### config.mk
export PLATFORM = sky130hd
export DESIGN_NAME = ringtone_text_note_parser_unit_flat
export DESIGN_NICKNAME = d
export VERILOG_FILES = /design/src/sv/rtp_pkg.sv /design/src/sv/rtp_ifs.sv /design/src/sv/rtp_dp.sv /design/src/sv/rtp_ctrl.sv /design/src/sv/ringtone_text_note_parser_unit.sv /design/src/flat_wrapper.sv
export VERILOG_INCLUDE_DIRS = /design/src /design/src/sv
export SDC_FILE = /design/constraint.sdc
export NUM_CORES = 1
export LEC_CHECK = 0
export BUFFER_PORTS_ARGS = -buffer_cell sky130_fd_sc_hd__buf_4
export CORE_UTILIZATION = 60
export DETAILED_ROUTE_END_ITERATION = 12
export PLACE_DENSITY = 0.81
export SLEW_MARGIN = 0
export SYNTH_ARGS = -nofsm -noshare
export SYNTH_HDL_FRONTEND = slang
export SYNTH_SLANG_ARGS = --single-unit
export TNS_END_PERCENT = 10
### constraint.sdc
create_clock -name clk -period 33.6 [get_ports clk]
set_clock_uncertainty 0.1 [all_clocks]
set_input_delay 3.36 -clock clk [delete_from_list [all_inputs] [get_ports clk]]
set_output_delay 3.36 -clock clk [all_outputs]
set_load 0.01 [all_outputs]
### src/sv/assert_macros.svh
// Assertion macros used by the ringtone parser controller.
// Expects signals named clk and rst_n in the module that uses them.
`ifndef ASSERT_MACROS_SVH
`define ASSERT_MACROS_SVH

// Condition must hold at every clock edge outside reset.
`define RTP_ASSERT(label, cond) \
    label: assert property (@(posedge clk) disable iff (!rst_n) (cond)) \
        else $error("assertion failed");

// Antecedent implies consequent in the same cycle.
`define RTP_ASSERT_IMP(label, ante, cons) \
    label: assert property (@(posedge clk) disable iff (!rst_n) (ante) |-> (cons)) \
        else $error("assertion failed");

// Antecedent implies consequent in the next cycle.
`define RTP_ASSERT_NXT(label, ante, cons) \
    label: assert property (@(posedge clk) disable iff (!rst_n) (ante) |=> (cons)) \
        else $error("assertion failed");

`endif

### src/sv/rtp_pkg.sv
// Package of the ringtone text note parser: constants and the
// controller/datapath command and status structs. No dependencies.
package rtp_pkg;

    localparam int CharW    = 8;
    localparam int AccW     = 10;
    localparam int DlenW    = 8;
    localparam int WholeW   = 18;
    localparam int DurW     = 19;
    localparam int NoteW    = 4;
    localparam int OctW     = 4;
    localparam int OutOctW  = 5;
    localparam int OffW     = 3;
    localparam int DivBits  = WholeW;
    localparam int CntW     = 5;

    localparam logic [AccW-1:0]   AccMax      = 10'd1023;
    localparam logic [DlenW-1:0]  DlenMax     = 8'd255;
    localparam logic [DlenW-1:0]  DlenReset   = 8'd4;
    localparam logic [OctW-1:0]   DoctReset   = 4'd6;
    localparam logic [WholeW-1:0] WholeReset  = 18'd3808;
    localparam logic [WholeW-1:0] MsPerMinute = 18'd60000;

    localparam logic [CharW-1:0] ChColon = 8'h3A;
    localparam logic [CharW-1:0] ChComma = 8'h2C;
    localparam logic [CharW-1:0] ChHash  = 8'h23;
    localparam logic [CharW-1:0] ChDot   = 8'h2E;
    localparam logic [CharW-1:0] ChZero  = 8'h30;
    localparam logic [CharW-1:0] ChThree = 8'h33;
    localparam logic [CharW-1:0] ChSeven = 8'h37;
    localparam logic [CharW-1:0] ChNine  = 8'h39;
    localparam logic [CharW-1:0] ChA     = 8'h61;
    localparam logic [CharW-1:0] ChB     = 8'h62;
    localparam logic [CharW-1:0] ChC     = 8'h63;
    localparam logic [CharW-1:0] ChD     = 8'h64;
    localparam logic [CharW-1:0] ChE     = 8'h65;
    localparam logic [CharW-1:0] ChF     = 8'h66;
    localparam logic [CharW-1:0] ChG     = 8'h67;
    localparam logic [CharW-1:0] ChO     = 8'h6F;

    typedef struct packed {
        logic accept;
        logic div_step;
        logic finish;
    } rtp_cmd_t;

    typedef struct packed {
        logic need_div;
        logic div_last;
        logic div_note;
    } rtp_sts_t;

endpackage

### src/sv/rtp_ifs.sv
// Channel interfaces of the ringtone parser: input characters, note
// results and the octave offset write. Depends on rtp_pkg.
interface rtp_in_if;
    logic                       valid;
    logic                       ready;
    logic [rtp_pkg::CharW-1:0]  song_char;
    logic                       end_of_song;
    logic                       keep_playing;
    modport source (output valid, song_char, end_of_song, keep_playing, input ready);
    modport sink (input valid, song_char, end_of_song, keep_playing, output ready);
endinterface

interface rtp_out_if;
    logic                         valid;
    logic                         ready;
    logic [rtp_pkg::NoteW-1:0]    note_code;
    logic [rtp_pkg::OutOctW-1:0]  octave;
    logic [rtp_pkg::DurW-1:0]     duration_ms;
    logic                         last_note;
    modport source (output valid, note_code, octave, duration_ms, last_note, input ready);
    modport sink (input valid, note_code, octave, duration_ms, last_note, output ready);
endinterface

interface rtp_cfg_if;
    logic                      valid;
    logic                      ready;
    logic [rtp_pkg::OffW-1:0]  oct_shift;
    modport source (output valid, oct_shift, input ready);
    modport sink (input valid, oct_shift, output ready);
endinterface

### src/sv/rtp_dp.sv
// Datapath of the ringtone parser: text parse state, bit-serial divider
// and result registers. Depends on rtp_pkg.
module rtp_dp (
    input  logic                         clk,
    input  logic                         rst_n,
    input  rtp_pkg::rtp_cmd_t            cmd,
    output rtp_pkg::rtp_sts_t            sts,
    input  logic [rtp_pkg::CharW-1:0]    song_char,
    input  logic                         end_of_song,
    input  logic                         keep_playing,
    input  logic                         cfg_we,
    input  logic [rtp_pkg::OffW-1:0]     cfg_offset,
    output logic [rtp_pkg::NoteW-1:0]    note_code,
    output logic [rtp_pkg::OutOctW-1:0]  octave,
    output logic [rtp_pkg::DurW-1:0]     duration_ms,
    output logic                         last_note
);

    typedef enum logic [15:0] {
        PH_SKIP_NAME = 16'h0001, PH_HDR_D = 16'h0002, PH_D_EQ = 16'h0004,
        PH_D_VAL = 16'h0008, PH_HDR_O = 16'h0010, PH_O_EQ = 16'h0020,
        PH_O_VAL = 16'h0040, PH_O_SEP = 16'h0080, PH_HDR_B = 16'h0100,
        PH_B_EQ = 16'h0200, PH_B_VAL = 16'h0400, PH_N_LEN = 16'h0800,
        PH_N_LETTER = 16'h1000, PH_N_SHARP = 16'h2000, PH_N_DOT = 16'h4000,
        PH_N_OCT = 16'h8000
    } phase_t;

    phase_t                        phase_reg, phase_next;
    logic [rtp_pkg::AccW-1:0]      acc_reg, acc_next;
    logic [rtp_pkg::DlenW-1:0]     dlen_reg, dlen_next;
    logic [rtp_pkg::OctW-1:0]      doct_reg, doct_next;
    logic [rtp_pkg::WholeW-1:0]    whole_reg;
    logic [rtp_pkg::NoteW-1:0]     pnote_reg, pnote_next;
    logic [rtp_pkg::OctW-1:0]      poct_reg, poct_next;
    logic                          pdot_reg, pdot_next;
    logic                          stop_reg, stop_next;
    logic [rtp_pkg::OffW-1:0]      offset_reg;

    logic [rtp_pkg::AccW-1:0]      rem_reg;
    logic [rtp_pkg::WholeW-1:0]    quo_reg;
    logic [rtp_pkg::AccW-1:0]      dvsr_reg;
    logic [rtp_pkg::CntW-1:0]      cnt_reg;
    logic                          kind_note_reg;
    logic                          odot_reg;

    logic [rtp_pkg::NoteW-1:0]     onote_reg;
    logic [rtp_pkg::OutOctW-1:0]   ooct_reg;
    logic [rtp_pkg::DurW-1:0]      odur_reg;
    logic                          olast_reg;

    // Parse results for the item at the input.
    logic                          emit;
    logic                          emit_last;
    logic                          bpm_fire;
    logic [rtp_pkg::NoteW-1:0]     e_note;
    logic [rtp_pkg::OctW-1:0]      e_oct;
    logic                          e_dot;
    logic [rtp_pkg::AccW-1:0]      e_len;
    logic [rtp_pkg::AccW-1:0]      bpm_val;

    always_comb
    begin
        logic       redo;
        logic       term;
        logic       dig;
        logic [3:0] dval;
        logic [13:0] prod;
        phase_next = phase_reg;
        acc_next   = acc_reg;
        dlen_next  = dlen_reg;
        doct_next  = doct_reg;
        pnote_next = pnote_reg;
        poct_next  = poct_reg;
        pdot_next  = pdot_reg;
        stop_next  = stop_reg;
        emit       = 1'b0;
        emit_last  = 1'b0;
        bpm_fire   = 1'b0;
        e_note     = pnote_reg;
        e_oct      = poct_reg;
        e_dot      = pdot_reg;
        e_len      = (acc_reg != '0) ? acc_reg : {2'b00, dlen_reg};
        bpm_val    = acc_reg;
        dig        = (song_char >= rtp_pkg::ChZero) && (song_char <= rtp_pkg::ChNine);
        dval       = 4'(song_char - rtp_pkg::ChZero);
        prod       = 14'({4'b0000, acc_reg} * 14'd10) + {10'd0, dval};
        redo       = 1'b1;
        term       = 1'b0;
        if (end_of_song)
        begin
            if (!stop_reg && (phase_reg == PH_N_LETTER || phase_reg == PH_N_SHARP ||
                              phase_reg == PH_N_DOT || phase_reg == PH_N_OCT))
            begin
                emit      = 1'b1;
                emit_last = 1'b1;
            end
            phase_next = PH_SKIP_NAME;
            acc_next   = '0;
            dlen_next  = rtp_pkg::DlenReset;
            doct_next  = rtp_pkg::DoctReset;
            pnote_next = '0;
            poct_next  = '0;
            pdot_next  = 1'b0;
            stop_next  = 1'b0;
        end
        else if (!stop_reg)
        begin
            // At most four passes: the header checks fall through to the note length.
            for (int i = 0; i < 4; i++)
            begin
                if (redo)
                begin
                    redo = 1'b0;
                    term = 1'b0;
                    case (phase_next)
                        PH_SKIP_NAME:
                            if (song_char == rtp_pkg::ChColon) phase_next = PH_HDR_D;
                        PH_HDR_D:
                            if (song_char == rtp_pkg::ChD) phase_next = PH_D_EQ;
                            else
                            begin
                                phase_next = PH_HDR_O;
                                redo = 1'b1;
                            end
                        PH_D_EQ:
                        begin
                            acc_next   = '0;
                            phase_next = PH_D_VAL;
                        end
                        PH_D_VAL:
                            if (dig)
                            begin
                                acc_next = (prod > 14'(rtp_pkg::AccMax)) ? rtp_pkg::AccMax
                                                                         : prod[9:0];
                            end
                            else
                            begin
                                if (acc_next != '0)
                                    dlen_next = (acc_next > 10'(rtp_pkg::DlenMax))
                                              ? rtp_pkg::DlenMax : acc_next[7:0];
                                phase_next = PH_HDR_O;
                            end
                        PH_HDR_O:
                            if (song_char == rtp_pkg::ChO) phase_next = PH_O_EQ;
                            else
                            begin
                                phase_next = PH_HDR_B;
                                redo = 1'b1;
                            end
                        PH_O_EQ:
                            phase_next = PH_O_VAL;
                        PH_O_VAL:
                        begin
                            if (song_char >= rtp_pkg::ChThree && song_char <= rtp_pkg::ChSeven)
                                doct_next = dval;
                            phase_next = PH_O_SEP;
                        end
                        PH_O_SEP:
                            phase_next = PH_HDR_B;
                        PH_HDR_B:
                            if (song_char == rtp_pkg::ChB) phase_next = PH_B_EQ;
                            else
                            begin
                                acc_next   = '0;
                                phase_next = PH_N_LEN;
                                if (!keep_playing) stop_next = 1'b1;
                                else redo = 1'b1;
                            end
                        PH_B_EQ:
                        begin
                            acc_next   = '0;
                            phase_next = PH_B_VAL;
                        end
                        PH_B_VAL:
                            if (dig)
                            begin
                                acc_next = (prod > 14'(rtp_pkg::AccMax)) ? rtp_pkg::AccMax
                                                                         : prod[9:0];
                            end
                            else
                            begin
                                bpm_fire   = 1'b1;
                                acc_next   = '0;
                                phase_next = PH_N_LEN;
                                if (!keep_playing) stop_next = 1'b1;
                            end
                        PH_N_LEN:
                            if (dig)
                            begin
                                acc_next = (14'({4'b0000, acc_next} * 14'd10) + {10'd0, dval}
                                            > 14'(rtp_pkg::AccMax)) ? rtp_pkg::AccMax
                                         : 10'(acc_next * 10'd10 + {6'd0, dval});
                            end
                            else
                            begin
                                case (song_char)
                                    rtp_pkg::ChC: pnote_next = 4'd1;
                                    rtp_pkg::ChD: pnote_next = 4'd3;
                                    rtp_pkg::ChE: pnote_next = 4'd5;
                                    rtp_pkg::ChF: pnote_next = 4'd6;
                                    rtp_pkg::ChG: pnote_next = 4'd8;
                                    rtp_pkg::ChA: pnote_next = 4'd10;
                                    rtp_pkg::ChB: pnote_next = 4'd12;
                                    default:      pnote_next = 4'd0;
                                endcase
                                pdot_next  = 1'b0;
                                poct_next  = doct_next;
                                phase_next = PH_N_LETTER;
                            end
                        PH_N_LETTER:
                            if (song_char == rtp_pkg::ChHash)
                            begin
                                pnote_next = pnote_next + 4'd1;
                                phase_next = PH_N_SHARP;
                            end
                            else if (song_char == rtp_pkg::ChDot)
                            begin
                                pdot_next  = 1'b1;
                                phase_next = PH_N_DOT;
                            end
                            else if (dig)
                            begin
                                poct_next  = dval;
                                phase_next = PH_N_OCT;
                            end
                            else term = 1'b1;
                        PH_N_SHARP:
                            if (song_char == rtp_pkg::ChDot)
                            begin
                                pdot_next  = 1'b1;
                                phase_next = PH_N_DOT;
                            end
                            else if (dig)
                            begin
                                poct_next  = dval;
                                phase_next = PH_N_OCT;
                            end
                            else term = 1'b1;
                        PH_N_DOT:
                            if (dig)
                            begin
                                poct_next  = dval;
                                phase_next = PH_N_OCT;
                            end
                            else term = 1'b1;
                        default:
                            term = 1'b1;
                    endcase
                    if (term)
                    begin
                        // The note is taken as it stood before the ending character.
                        emit       = 1'b1;
                        acc_next   = '0;
                        phase_next = PH_N_LEN;
                        if (!keep_playing) stop_next = 1'b1;
                        else if (song_char != rtp_pkg::ChComma) redo = 1'b1;
                    end
                end
            end
        end
    end

    assign sts.need_div = emit || bpm_fire;
    assign sts.div_last = (cnt_reg == rtp_pkg::CntW'(rtp_pkg::DivBits - 1));
    assign sts.div_note = kind_note_reg;

    always_ff @(posedge clk or negedge rst_n)
    begin
        if (!rst_n)
        begin
            phase_reg  <= PH_SKIP_NAME;
            acc_reg    <= '0;
            dlen_reg   <= rtp_pkg::DlenReset;
            doct_reg   <= rtp_pkg::DoctReset;
            whole_reg  <= rtp_pkg::WholeReset;
            pnote_reg  <= '0;
            poct_reg   <= '0;
            pdot_reg   <= 1'b0;
            stop_reg   <= 1'b0;
            offset_reg <= '0;
            kind_note_reg <= 1'b0;
            cnt_reg    <= '0;
        end
        else
        begin
            if (cfg_we)
                offset_reg <= cfg_offset;
            if (cmd.accept)
            begin
                phase_reg <= phase_next;
                acc_reg   <= acc_next;
                dlen_reg  <= dlen_next;
                doct_reg  <= doct_next;
                pnote_reg <= pnote_next;
                poct_reg  <= poct_next;
                pdot_reg  <= pdot_next;
                stop_reg  <= stop_next;
                cnt_reg   <= '0;
                kind_note_reg <= emit;
                if (end_of_song)
                    whole_reg <= rtp_pkg::WholeReset;
            end
            else if (cmd.div_step)
                cnt_reg <= cnt_reg + 1'b1;
            if (cmd.finish && !kind_note_reg)
                whole_reg <= {quo_reg[rtp_pkg::WholeW-3:0], 2'b00};
        end
    end

    // Restoring divider, one quotient bit per step; the quotient shifts in
    // behind the dividend.
    logic [rtp_pkg::AccW:0] trial;
    assign trial = {rem_reg, quo_reg[rtp_pkg::WholeW-1]};

    always_ff @(posedge clk)
    begin
        if (cmd.accept)
        begin
            rem_reg   <= '0;
            odot_reg  <= e_dot;
            onote_reg <= e_note;
            ooct_reg  <= {1'b0, e_oct} + {2'b00, offset_reg};
            olast_reg <= emit_last;
            if (emit)
            begin
                quo_reg  <= whole_reg;
                dvsr_reg <= e_len;
            end
            else
            begin
                quo_reg  <= rtp_pkg::MsPerMinute;
                dvsr_reg <= (bpm_val == '0) ? rtp_pkg::AccW'(1) : bpm_val;
            end
        end
        else if (cmd.div_step)
        begin
            if (trial >= {1'b0, dvsr_reg})
            begin
                rem_reg <= rtp_pkg::AccW'(trial - {1'b0, dvsr_reg});
                quo_reg <= {quo_reg[rtp_pkg::WholeW-2:0], 1'b1};
            end
            else
            begin
                rem_reg <= trial[rtp_pkg::AccW-1:0];
                quo_reg <= {quo_reg[rtp_pkg::WholeW-2:0], 1'b0};
            end
        end
        if (cmd.finish && kind_note_reg)
            odur_reg <= {1'b0, quo_reg} +
                        (odot_reg ? {2'b00, quo_reg[rtp_pkg::WholeW-1:1]} : '0);
    end

    assign note_code   = onote_reg;
    assign octave      = ooct_reg;
    assign duration_ms = odur_reg;
    assign last_note   = olast_reg;

endmodule

### src/sv/rtp_ctrl.sv
// Controller of the ringtone parser: sequences accept, divide, finish
// and result hand-off. Depends on rtp_pkg and assert_macros.svh.
`include "assert_macros.svh"

module rtp_ctrl (
    input  logic               clk,
    input  logic               rst_n,
    input  logic               in_valid,
    output logic               in_ready,
    output logic               out_valid,
    input  logic               out_ready,
    output rtp_pkg::rtp_cmd_t  cmd,
    input  rtp_pkg::rtp_sts_t  sts
);

    typedef enum logic [3:0] {
        ST_IDLE = 4'b0001,
        ST_DIV  = 4'b0010,
        ST_FIN  = 4'b0100,
        ST_OUT  = 4'b1000
    } state_t;

    state_t state_reg, state_next;

    assign in_ready     = (state_reg == ST_IDLE);
    assign out_valid    = (state_reg == ST_OUT);
    assign cmd.accept   = in_valid && in_ready;
    assign cmd.div_step = (state_reg == ST_DIV);
    assign cmd.finish   = (state_reg == ST_FIN);

    always_comb
    begin
        state_next = state_reg;
        case (state_reg)
            ST_IDLE:
                if (cmd.accept && sts.need_div) state_next = ST_DIV;
            ST_DIV:
                if (sts.div_last) state_next = ST_FIN;
            ST_FIN:
                state_next = sts.div_note ? ST_OUT : ST_IDLE;
            ST_OUT:
                if (out_ready) state_next = ST_IDLE;
            default:
                state_next = ST_IDLE;
        endcase
    end

    always_ff @(posedge clk or negedge rst_n)
    begin
        if (!rst_n)
            state_reg <= ST_IDLE;
        else
            state_reg <= state_next;
    end

    `RTP_ASSERT(a_no_overlap, !(in_ready && out_valid))
    `RTP_ASSERT_NXT(a_div_start, cmd.accept && sts.need_div, state_reg == ST_DIV)
    `RTP_ASSERT_NXT(a_note_out, cmd.finish && sts.div_note, out_valid)
    `RTP_ASSERT_IMP(a_fin_after_div, cmd.finish, $past(sts.div_last))

endmodule

### src/sv/ringtone_text_note_parser_unit.sv
// Top level of the ringtone text note parser: controller and datapath.
// Depends on rtp_pkg, rtp_ifs, rtp_ctrl and rtp_dp.
//
//  Channel    Dir  Payload                                       Handshake
//  song_in    in   song_char, end_of_song, keep_playing          valid/ready
//  note_out   out  note_code, octave, duration_ms, last_note     valid/ready
//  cfg        in   oct_shift                                     valid/ready
//
// A character that yields no note and no tempo change needs only the accept step.
// A character that ends the bpm digits starts the 18-step restoring divider:
// it is accepted, divided in ST_DIV and finished in ST_FIN.
// A character that ends a note takes the same steps and then waits in ST_OUT
// with the note on note_out until the receiver takes it.
// One item is in work at a time.
// Reset (rst_n low, asynchronous) returns the parser to name skipping with
// length 4, octave 6, bpm 63, and clears the octave offset.
// The configuration write is always ready.
module ringtone_text_note_parser_unit (
    input logic       clk,
    input logic       rst_n,
    rtp_in_if.sink    song_in,
    rtp_out_if.source note_out,
    rtp_cfg_if.sink   cfg
);

    rtp_pkg::rtp_cmd_t cmd;
    rtp_pkg::rtp_sts_t sts;

    // Offset writes are taken in any cycle; the user must make them arrive only while idle, unchecked by the block.
    assign cfg.ready = 1'b1;

    rtp_ctrl u_ctrl (
        .clk       (clk),
        .rst_n     (rst_n),
        .in_valid  (song_in.valid),
        .in_ready  (song_in.ready),
        .out_valid (note_out.valid),
        .out_ready (note_out.ready),
        .cmd       (cmd),
        .sts       (sts)
    );

    rtp_dp u_dp (
        .clk          (clk),
        .rst_n        (rst_n),
        .cmd          (cmd),
        .sts          (sts),
        .song_char    (song_in.song_char),
        .end_of_song  (song_in.end_of_song),
        .keep_playing (song_in.keep_playing),
        .cfg_we       (cfg.valid),
        .cfg_offset   (cfg.oct_shift),
        .note_code    (note_out.note_code),
        .octave       (note_out.octave),
        .duration_ms  (note_out.duration_ms),
        .last_note    (note_out.last_note)
    );

endmodule

### src/flat_wrapper.sv
// flat-port wrapper written by rule: the top's interface ports become plain ports
module ringtone_text_note_parser_unit_flat 
  (clk, rst_n, song_in_valid, song_in_song_char, song_in_end_of_song, song_in_keep_playing, song_in_ready, note_out_valid, note_out_note_code, note_out_octave, note_out_duration_ms, note_out_last_note, note_out_ready, cfg_valid, cfg_oct_shift, cfg_ready);
  rtp_in_if song_in_i ();
  rtp_out_if note_out_i ();
  rtp_cfg_if cfg_i ();
  input logic clk;
  input logic rst_n;
  input wire logic [$bits(song_in_i.valid)-1:0] song_in_valid;
  input wire logic [$bits(song_in_i.song_char)-1:0] song_in_song_char;
  input wire logic [$bits(song_in_i.end_of_song)-1:0] song_in_end_of_song;
  input wire logic [$bits(song_in_i.keep_playing)-1:0] song_in_keep_playing;
  output wire logic [$bits(song_in_i.ready)-1:0] song_in_ready;
  output wire logic [$bits(note_out_i.valid)-1:0] note_out_valid;
  output wire logic [$bits(note_out_i.note_code)-1:0] note_out_note_code;
  output wire logic [$bits(note_out_i.octave)-1:0] note_out_octave;
  output wire logic [$bits(note_out_i.duration_ms)-1:0] note_out_duration_ms;
  output wire logic [$bits(note_out_i.last_note)-1:0] note_out_last_note;
  input wire logic [$bits(note_out_i.ready)-1:0] note_out_ready;
  input wire logic [$bits(cfg_i.valid)-1:0] cfg_valid;
  input wire logic [$bits(cfg_i.oct_shift)-1:0] cfg_oct_shift;
  output wire logic [$bits(cfg_i.ready)-1:0] cfg_ready;
  assign song_in_i.valid = song_in_valid;
  assign song_in_i.song_char = song_in_song_char;
  assign song_in_i.end_of_song = song_in_end_of_song;
  assign song_in_i.keep_playing = song_in_keep_playing;
  assign song_in_ready = song_in_i.ready;
  assign note_out_valid = note_out_i.valid;
  assign note_out_note_code = note_out_i.note_code;
  assign note_out_octave = note_out_i.octave;
  assign note_out_duration_ms = note_out_i.duration_ms;
  assign note_out_last_note = note_out_i.last_note;
  assign note_out_i.ready = note_out_ready;
  assign cfg_i.valid = cfg_valid;
  assign cfg_i.oct_shift = cfg_oct_shift;
  assign cfg_ready = cfg_i.ready;
  ringtone_text_note_parser_unit u_core (.clk(clk), .rst_n(rst_n), .song_in(song_in_i), .note_out(note_out_i), .cfg(cfg_i));
endmodule
After elaboration in Yosys (flattened, before gate mapping)
Index checks and enable logic that the tools add are counted.
Widths: inputs -> output; s select.
{"block": "op_classes", "eq_ne": 82, "magnitude_cmp": 13, "n_reduce_logical": 32, "n_mul": 8, "add_sub_neg": 17, "mux": 310}
{"op": "$pmux 16 s15", "count": 4}
{"op": "$mux 16", "count": 43}
{"op": "$mux 10", "count": 37}
{"op": "$mux 4", "count": 57}
{"op": "$pmux 10 s5", "count": 4}
{"op": "$mux 8", "count": 21}
{"op": "$mux 18", "count": 6}
{"op": "$mux 1", "count": 107}
{"op": "$pmux 4 s4", "count": 5}
{"op": "$eq 16x1->1 const B", "count": 4}
{"op": "$eq 16x10->1 const B", "count": 4}
{"op": "$eq 16x11->1 const B", "count": 4}
{"op": "$eq 16x12->1 const B", "count": 4}
{"op": "$eq 16x13->1 const B", "count": 4}
{"op": "$eq 16x14->1 const B", "count": 4}
{"op": "$eq 16x15->1 const B", "count": 4}
{"op": "$eq 16x2->1 const B", "count": 4}
{"op": "$eq 16x3->1 const B", "count": 4}
{"op": "$eq 16x4->1 const B", "count": 4}
{"op": "$eq 16x5->1 const B", "count": 4}
{"op": "$eq 16x6->1 const B", "count": 4}
{"op": "$eq 16x7->1 const B", "count": 4}
{"op": "$eq 16x8->1 const B", "count": 4}
{"op": "$eq 16x9->1 const B", "count": 4}
{"op": "45 further kinds", "count": 118}
{"block": "word_totals", "register_bits": 147, "in_bits": 18, "out_inout_bits": 32}

Longest topological paths before layout
{"block": "depth", "ltp_word": 45, "ltp_mapped": 57}

Hierarchy
Synthesis repeated with hierarchy kept, for this count alone.
{"block": "unflattened", "hier_cells": 1534, "hier_area_um2": 13140.1}
{"module": "rtp_dp", "seq_area_each_um2": 3781.1, "cells_per_inst": 1512, "n_inst": 1, "area_each_um2": 12916.1}
{"module": "rtp_ctrl", "seq_area_each_um2": 101.3, "cells_per_inst": 20, "n_inst": 1, "area_each_um2": 212.7}
{"module": "ringtone_text_note_parser_unit", "seq_area_each_um2": 0.0, "cells_per_inst": 2, "n_inst": 1, "area_each_um2": 11.3}

Worst setup path after synthesis
OpenSTA, ideal clock, no wires.
{"block": "synth_timing", "kind": "input to register", "startpoint": "in song_in_song_char[2]", "endpoint": "reg u_core.u_dp.acc_reg[6] in the netlist's numbering", "required_time_ps": 33373, "path_buffers": 1, "arrival_time_ps": 14534, "stages": 50, "slack_ps": 18839, "cell_sequence": "ha_1 a21o_1 a21oi_1 nor4_2 and4_1 o21ai_1 clkbuf_1 o21ai_0 a21oi_1 ha_1 ha_1 inv_1 fa_1 nand2b_1 or2_2 nor4_1 nand4_1 mux2i_1 [14 not listed] nor3_4 a31oi_1 o21ai_1 inv_1 ha_1 ha_1 fa_1 xnor2_1 or3_1 nor2_1 nand3b_1 nor3_1 a21oi_1 a2111oi_0 mux2_4 a22oi_4 a221oi_1 o21ai_1"}
{"block": "synth_between", "elab_chain_cells": 41, "word_cells_on_any_way": 196, "cone_classes": "add/sub (9); mul (6); order compare (6); eq/ne (52); mux (116); reduce/logical (7)"}
{"item": "start: declaration", "line": "flat_wrapper.sv:10", "rtl": "input wire logic [$bits(song_in_i.song_char)-1:0] song_in_song_char;"}
{"item": "branches (longest 38 deep; another with $add 14x4->14)"}
{"item": "$mux 10 *", "line": "rtp_dp.sv:111", "rtl": "if (redo)"}
{"item": "$mux 10 *", "line": "rtp_dp.sv:106", "rtl": "else if (!stop_reg)"}
{"item": "$mux 10 *", "line": "rtp_dp.sv:89", "rtl": "if (end_of_song)"}
{"item": "end signal: assignment", "line": "rtp_dp.sv:291", "rtl": "acc_reg <= acc_next;"}
{"item": "end: declaration", "line": "rtp_dp.sv:29", "rtl": "logic [rtp_pkg::AccW-1:0] acc_reg, acc_next;"}
Every way passes the cells marked *. The select of a mux whose other input is x is not followed.
A chain may end at the register's enable or synchronous reset.

Final worst setup path
{"block": "layout_timing", "startpoint": "in song_in_song_char[1]", "endpoint": "reg u_core.u_dp.acc_reg[3] in the netlist's numbering"}
The elaborated chain is that of the path after synthesis.

==> impl_metrics.json <==
{
  "antenna_found_initial": 0,
  "overflow": 0,
  "start_util_pct": 61.1,
  "nFillCells": 1806,
  "cts_resized": 0,
  "ios": 50,
  "synth_area_leader_cell": "edfxtp_1",
  "drtPass1Iterations": 6,
  "reg2reg_depth": 51,
  "final_hold_viol_count": 0,
  "setup-tns-final_ns": 0,
  "grt_use_total_pct": 34.2,
  "maxCapViolCount": 0,
  "slew_headroom_pct": 18.4,
  "cts_sinks": 145,
  "std_cell_rows": 54,
  "hold_depth": 0,
  "cp-end-kind": "flip-flop",
  "critPathArrivalTime_ns": 16.41,
  "numCtsBuffers": 17,
  "grt_pass1_wl_mm": 61.6,
  "synth_top_area_share_pct": 13.1,
  "seq_area_frac_synth_pct": 29.2,
  "yosysMostFrequentCell": "nand2_1",
  "gp_congestion": 1.01,
  "crit_type": "input pin to flip-flop",
  "antenna_left": 0,
  "clk_pin_slew_ns": 0.06,
  "die_h_um": 151,
  "critPathMaxFanout": 15,
  "drive_gt1_share_pct": 10.3,
  "synthTopCellsByArea": "edfxtp_1, dfrtp_1, ha_1, o21ai_0, nand2_1",
  "vdd_drop_max_v": 0.0000438,
  "grt_pass1_vias": 12200,
  "outcome": "finished, final reports clean",
  "synthesis.area_um2": 13300,
  "grt_max_degree": 78,
  "hold_class": "flip-flop to flip-flop",
  "synth_seq_cells": 145,
  "timing.rr.end": "u_core.u_dp.acc_reg[3]$_DFFE_PN0P_",
  "hold_start": "u_core.u_dp.e_dot$_DFFE_PN0P_",
  "synth.yosys.warnings": 0,
  "area_growth_pct": 8.48,
  "required_ns": 33.79,
  "coreArea_um2": 21800,
  "die_w_um": 151,
  "die_area_um2": 22800,
  "r2r_slack_ns": 19.19,
  "synth_edf_count": 58,
  "power_uw": 674,
  "cts-htree-levels": 4,
  "io_buffers": 48,
  "nets": 1742,
  "drt-initial-drc-count": 1212,
  "p_leak_uw": 0.00636,
  "largest_reg_flops": 19,
  "drcViolationCount": 0,
  "timing.fmax_mhz": 61.6,
  "synth_commonest_cells": "nand2_1, nor2_1, o21ai_0, ha_1, a21oi_1",
  "r2r-start": "u_core.u_dp.acc_reg[3]$_DFFE_PN0P_",
  "antenna_cells": 0,
  "tritoncts": "built",
  "power_density_nw_per_um2": 46.7,
  "cts-root-buf": "clkbuf_16",
  "min_to": "u_core.u_dp.odot_reg$_DFFE_PP_",
  "synthArstFlopShare_pct": 53.1,
  "cp_slowest_cell": "nor3_1",
  "cts_setup_buffers": 0,
  "via_per_inst": 6.73,
  "hpwl_mm": 28.2,
  "synthFlopType": "dfrtp_1",
  "period_minus_slack_ns": 16.23,
  "synthCells": 1580,
  "max_stage_delay_ns": 0.58,
  "yosysUniqueCellTypes": 106,
  "fin_crit_sh_pct": 48.3,
  "vias": 12700,
  "tightest_slew_ns": 1.22,
  "wirelength_mm": 38.0,
  "hold_buffers": 0,
  "cp-start-kind": "input pin",
  "setup_viol": 0,
  "finalMaxSlewViolations": 0,
  "clkLatencyLatePin_ns": 0.43,
  "fin_util_pct": 66.3,
  "cpMostUsedCell": "ha_1",
  "synth_nets": 1721,
  "rsz0062_at_grt": "no",
  "wl_per_cell_um": 20.1,
  "synth.avg_cell_area_um2": 8.42,
  "clockBufferDepth": 2
}
==> cell families (layout without fill, tap and decap cells) <==
family	Yosys count	after routing	synth area share, %
simple gates	593	593	23.1
compound gates	508	508	25.7
flops	145	145	29.2
buf+inv	125	159	4.01
fa+ha+maj	123	123	12.2
xor+xnor	70	70	4.61
mux	15	15	1.19
other cells	1	1	0.0282
==> worst max-delay path by stage <==
stage	slack, ns	end	from
after floorplan	18.84	u_core.u_dp.acc_reg[6]$_DFFE_PN0P_	song_in_song_char[2]
after global placement	17.76	u_core.u_dp.acc_reg[6]$_DFFE_PN0P_	song_in_song_char[2]
after detailed placement	17.19	u_core.u_dp.acc_reg[3]$_DFFE_PN0P_	song_in_song_char[1]
after CTS	17.61	u_core.u_dp.acc_reg[3]$_DFFE_PN0P_	song_in_song_char[2]
after global routing	16.37	u_core.u_dp.acc_reg[6]$_DFFE_PN0P_	song_in_song_char[1]
final	17.37	u_core.u_dp.acc_reg[3]$_DFFE_PN0P_	song_in_song_char[1]
==> power breakdown <==
part	total, µW	internal [µW]	switching [µW]
logic	250	88.1	162
clock network	192	111	81.4
registers	232	214	18.5
==> critical path, delay by kind of cell <==
kind	cells	cell delay (ns)
compound gates	11	2.98
buf+inv	3	0.38
mux	3	0.62
xor+xnor	1	0.16
fa+ha+maj	9	2.99
simple gates	20	5.91
==> area by class of cell <==
class / count / area (µm²) / area share, %
clock buffers: 18 / 429 / 2.98
well taps: 280 / 350 / 2.43
flip-flops and latches: 145 / 3880 / 26.9
multi-input cells: 1310 / 8890 / 61.6
inverters: 62 / 235 / 1.63
repair buffers: 65 / 488 / 3.38
clock inverters: 14 / 153 / 1.06
==> through the flow <==
stage | setup WS [ns] | instance area [µm²] | hold WS (ns) | instances
6_report | 17.37 | 14400 | 0.368 | 1894
5_1_grt | 16.37 | 14400 | 0.387 | 1894
4_1_cts | 17.61 | 14400 | 0.362 | 1894
3_5_place_dp | 17.19 | 13800 | 0.343 | 1862
3_3_place_gp | 17.76 | 13800 | 0.340 | 1862
2_1_floorplan | 18.84 | 13300 | 0.326 | 1580
==> placed cells by master, fill, tap and decap left out, drive strengths merged, types with 9 or more instances in the layout <==
| cell | n |
|---|---|
| nand2 | 166 |
| nor2 | 153 |
| o21ai | 137 |
| ha | 112 |
| a21oi | 109 |
| inv | 67 |
| dfrtp | 66 |
| buf | 65 |
| edfxtp | 58 |
| xnor2 | 42 |
| a21o | 38 |
| nor3 | 38 |
| nand3 | 34 |
| and2 | 30 |
| xor2 | 28 |
| nor2b | 26 |
| a31oi | 26 |
| a211oi | 24 |
| nor4 | 24 |
| a22o | 20 |
| nand4 | 20 |
| o21a | 18 |
| clkbuf | 18 |
| o22ai | 17 |
| a22oi | 16 |
| nand2b | 15 |
| o31ai | 14 |
| and3 | 13 |
| nor4b | 13 |
| o211ai | 13 |
| mux2i | 12 |
| fa | 11 |
| dfstp | 11 |
| o22a | 10 |
| dfxtp | 10 |
| or2 | 10 |
| nor3b | 9 |
==> per-layer routing <==
metal	vias up	GRT usage (%)	share of wire, %
li1	5933	-	-
met1	5947	44.6	41
met5	-	0	0
met4	0	15.0	4.2
met3	154	6.30	9.3
met2	708	55.3	46
Power figures use the tool's default switching activity.
